[config.mk]
export PLATFORM = sky130hd
export DESIGN_NAME = bfpa_ram
export DESIGN_NICKNAME = d
export VERILOG_FILES = /design/src/design/bfpa_ram.sv
export SDC_FILE = /design/constraint.sdc
export NUM_CORES = 1
export LEC_CHECK = 0
export BUFFER_PORTS_ARGS = -buffer_cell sky130_fd_sc_hd__buf_2
export CAP_MARGIN = 20
export CELL_PAD_IN_SITES_DETAIL_PLACEMENT = 1
export CELL_PAD_IN_SITES_GLOBAL_PLACEMENT = 1
export CORE_ASPECT_RATIO = 0.8
export CORE_MARGIN = 10
export CORE_UTILIZATION = 45
export DETAILED_ROUTE_END_ITERATION = 6
export PLACE_DENSITY = 0.79
export SLEW_MARGIN = 25
export SYNTH_ARGS = -nofsm -noshare
export SYNTH_HDL_FRONTEND = slang
export SYNTH_SLANG_ARGS = --single-unit
[constraint.sdc]
create_clock -name clk -period 5.6 [get_ports clk]
set_clock_uncertainty 0.1 [all_clocks]
set_input_delay 1.12 -clock clk [delete_from_list [all_inputs] [get_ports clk]]
set_output_delay 1.12 -clock clk [all_outputs]
set_load 0.01 [all_outputs]
[src/design/bfpa_ram.sv]
// generic single-write, single-read ram with registered read data
// no dependencies
`timescale 1ns / 1ps

module bfpa_ram #(
  parameter int WIDTH = 8,
  parameter int DEPTH = 16
) (
  input  logic                     clk,
  input  logic                     we,
  input  logic [$clog2(DEPTH)-1:0] waddr,
  input  logic [WIDTH-1:0]         wdata,
  input  logic [$clog2(DEPTH)-1:0] raddr,
  output logic [WIDTH-1:0]         rdata
);

  logic [WIDTH-1:0] mem [DEPTH];

  always_ff @(posedge clk) begin
    if (we) begin
      mem[waddr] <= wdata;
    end
    rdata <= mem[raddr];
  end

endmodule

======== Word level (Yosys, flattened, before mapping) ========
Memory sizes are Yosys's and may differ from the RTL's. A register that Yosys moved wholly into a read port is not among the register bits.
Cells that the tools add are included.
operators by class
  mux-type cells .......................... 2
operator list
  kind              number
  1-bit 2-to-1 mux  2
storage, ports and cells
  register bits ........................... 0
  bits in writable memories ............... 128
  input bits .............................. 18
  memories kept ........................... 1
memories
  memory  depth  width  read ports  clocked after memory_dff  wr ports  RTL line  RTL
  mem     16     8      1           1                         1         17        logic [WIDTH-1:0] mem [DEPTH];

======== Depth between registers and ports, before layout ========
  depth in word-level cells ............... 2
  mapped depth ............................ 5
  mapped depth without buffers ............ 3

======== Worst setup path before layout ========
Ideal clock, no wire load.
  path type ............................... input port to flip-flop
  from .................................... in waddr[2]
  to ...................................... mem mem[0][0] (enable)
  arrival time ............................ 2.230 ns
  slack ................................... 2.887 ns
  stages on the path ...................... 2
  required time ........................... 5.117 ns
  path through ............................ or3b_2 > nor3_1
RTL lines
  what         RTL line  RTL
  from (decl)  11        input logic [$clog2(DEPTH)-1:0] waddr,
  to (decl)    17
Straight into the memory's write port.

======== Worst setup path in the final report ========
  from .................................... in waddr[2]
  to ...................................... mem mem[2][3] (enable)
Straight into the memory's write port.

==> summary.txt <==
Synth
  – Syn Inst Count: roughly 230
  – Synth Warn #: 0
  – Syn Nets: approximately 250
  – Sequential cell area fraction in the yosys report: between 70% and 80%
  – Post-synth cell types: 19
  – Yosys reg bits: between 100 and 150
  – Cell area after synthesis: 5150 um^2
  – Mapped Avg Cell Area: 22.5 um^2

Setup path
  – Startpoint Class: primary input
  – Nature of the critical path endpoint: register
  – Critical path class: primary input to register
  – Worst EP required: between 5 and 6 ns
  – CP arrival: around 2.5 ns
  – Worst Path Max Fanout: 8

Power
  – Psw: approximately 0.48 mW
  – Pwr/cell area: around 400 nW/um^2
  – Power share of the sequential group: about 47%
  – Sw frac: between 10% and 20%
  – Combinational power share: between 4 and 5%
  – Internal power: between 1.5 and 2 mW
  – Leak pwr: a little over 2 nW
  – Clock share of power: ~49%
  – Power, Total: around 2.4 mW
  – Worst IR Drop VDD: 0.000228 V

Final layout
  – Diodes inserted: 0
  – Most frequent cells in the layout: edfxtp_1, buf_2, mux4_2
  – Layout Cell Area excl Fill: a little over 6000 um^2
  – Multi-input gate area: 1060 um^2
  – Most common library cell in the layout ignoring fill and taps: edfxtp_1
  – Fillers: between 900 and 1,000
  – Area delta synth->final: 17.3%
  – Share of layout cells above drive strength 1: 28.7%
  – Sequential cell area: roughly 4000 um^2
  – Final net count: approximately 280

Detailed routing
  – ANT nets after route: 0
  – Top Metal Used: met5
  – Final routed DRC violation total: 0
  – DRT iter0 DRCs: 170
  – Router iterations before antenna repair: 4
  – Metal-1 WL: around 5.1 mm
  – WL/cell: approximately 26 um
  – Routed met3 length: 530 um
  – Vias per cell: slightly below 6
  – Met2 wire len: 5.47 mm
  – Final wirelength: roughly 11 mm
  – Vias: about 2,500

Clocking
  – Cts repair resizes: 0
  – Clock root buffer master: clkbuf_16
  – Longest Clk Path Bufs: 2
  – Clock net sink count: approximately 140
  – Hold_buf cts: 0
  – Postcts setup bufs: 0
  – CTS H-tree depth: 4
  – Num CTS Buffers: 17
  – Worst skew pair latency: ~0.4 ns
  – Reg clk slew, reported paths: 0.05 ns
  – CTS tree: yes

Outcome
  – Outcome: completed

STA
  – Final min period: ~2.6 ns
  – Setup TNS: 0 ns
  – Final slew viol count: 0
  – RSZ-0062 raised after global routing: false
  – Final hold vios: 0
  – Max Freq: 388 MHz
  – Rel. slew slack: between 30% and 40%
  – Final Setup Violations: 0
  – Slew of the pin with the lowest slew margin: about 1.0 ns
  – Crit share post-route: around 46%

Global routing
  – First-pass GRT wire length: around 17 mm
  – Pin count of the biggest net entering global routing: 33
  – Gr ovfl total: 0
  – All-Layer GR Usage: between 10% and 20%
  – Initial antenna violation count: 1
  – Vias in the first global route: roughly 2,700

Placement
  – Final HPWL DP: between 6 and 7 mm
  – GP Congestion: around 0.73
  – IO buf count: 25
  – Placement Cell Area: 5390 um^2

Die
  – Row cnt: 34
  – Core area: 11,000 um^2
  – Initial Utilization: 46.7%
  – Full die area: between 15,000 and 20,000 um^2
  – Die width: approximately 140 um
  – Die Y: roughly 120 um
  – Io pins: 26

Flow run
  – Max-cap violations: 0

Min path
  – Hold Path Class: register to register
[critical path, stage by stage]
cell and delay [ns]:
buf_2 0.11, or3b_2 0.52, nor2_1 0.74
[final timing paths]
| check | start | endpoint | slack, ns | cells after the start |
|---|---|---|---|---|
| hold reg to reg | mem[4][3]$_DFFE_PP_ | rdata[3]$_DFF_P_ | 0.57 | 3 |
| setup / recovery | waddr[2] | mem[2][3]$_DFFE_PP_ | 3.02 | 3 |
| setup reg to reg | mem[3][7]$_DFFE_PP_ | rdata[7]$_DFF_P_ | 4.14 | 3 |
| hold / removal | mem[4][3]$_DFFE_PP_ | rdata[3]$_DFF_P_ | 0.57 | 3 |
[per-layer routing]
metal  GRT usage (%)  up-vias
met5               0        -
met4            3.91        2
met3            5.15       11
met2            23.3       74
met1            18.0     1316
li1                -     1047
[layout make-up]
type,count,share of cell area [%]
clock buffer,21,7.79
timing repair buffer,28,2.49
sequential,136,66.3
clock inverter,11,2.82
multi-input combinational,83,17.6
tap,144,2.98
[sequential cells by signal, indices dropped and copies added (netlist names)]
register,cells
mem,128
rdata,8
[power by group through the flow]
stage	clock network, mW	logic (mW)	registers (mW)
final	1.19	0.103	1.15
after global routing	1.26	0.112	1.15
after CTS	1.21	0.105	1.15
after detailed placement	0	0.104	1.17
after global placement	0	0.0984	1.17
after floorplan	0	0.0578	1.17
[stage by stage]
stage	utilization [%]	instances	setup slack (ns)	hold slack (ns)
floorplan	-	229	2.89	0.529
global placement	48.9	391	2.31	0.544
detailed placement	49.0	391	2.38	0.559
CTS	54.8	423	2.79	0.573
global route	54.8	423	2.97	0.611
finish	54.8	423	3.02	0.567
[Yosys cell counts]
library cell / number / area share (%)
buf_2: 3 / 0.29
and2_1: 1 / 0.12
nor2_1: 13 / 0.95
a22oi_1: 16 / 2.3
mux4_2: 18 / 7.9
nand2_1: 9 / 0.66
nand3b_1: 2 / 0.29
or3b_2: 1 / 0.17
nand3_1: 1 / 0.097
buf_4: 1 / 0.15
and2b_1: 1 / 0.15
clkdlybuf4s25_2: 3 / 0.58
mux4_1: 14 / 7.1
nor2b_1: 1 / 0.12
dfxtp_1: 8 / 3.1
edfxtp_1: 128 / 75
buf_6: 3 / 0.66
nor3_1: 4 / 0.39
nand2b_1: 2 / 0.24
[cells by family (layout without fill, tap and decap cells)]
family,after synthesis,count (layout),share of synthesized area [%]
and+or+nand+nor,35,35,3.18
DFF,136,136,77.8
AOI/OAI and AO/OA,16,16,2.33
buffers and inverters,10,60,1.68
muxes,32,32,15.0
(Power assumes the default switching activity.)
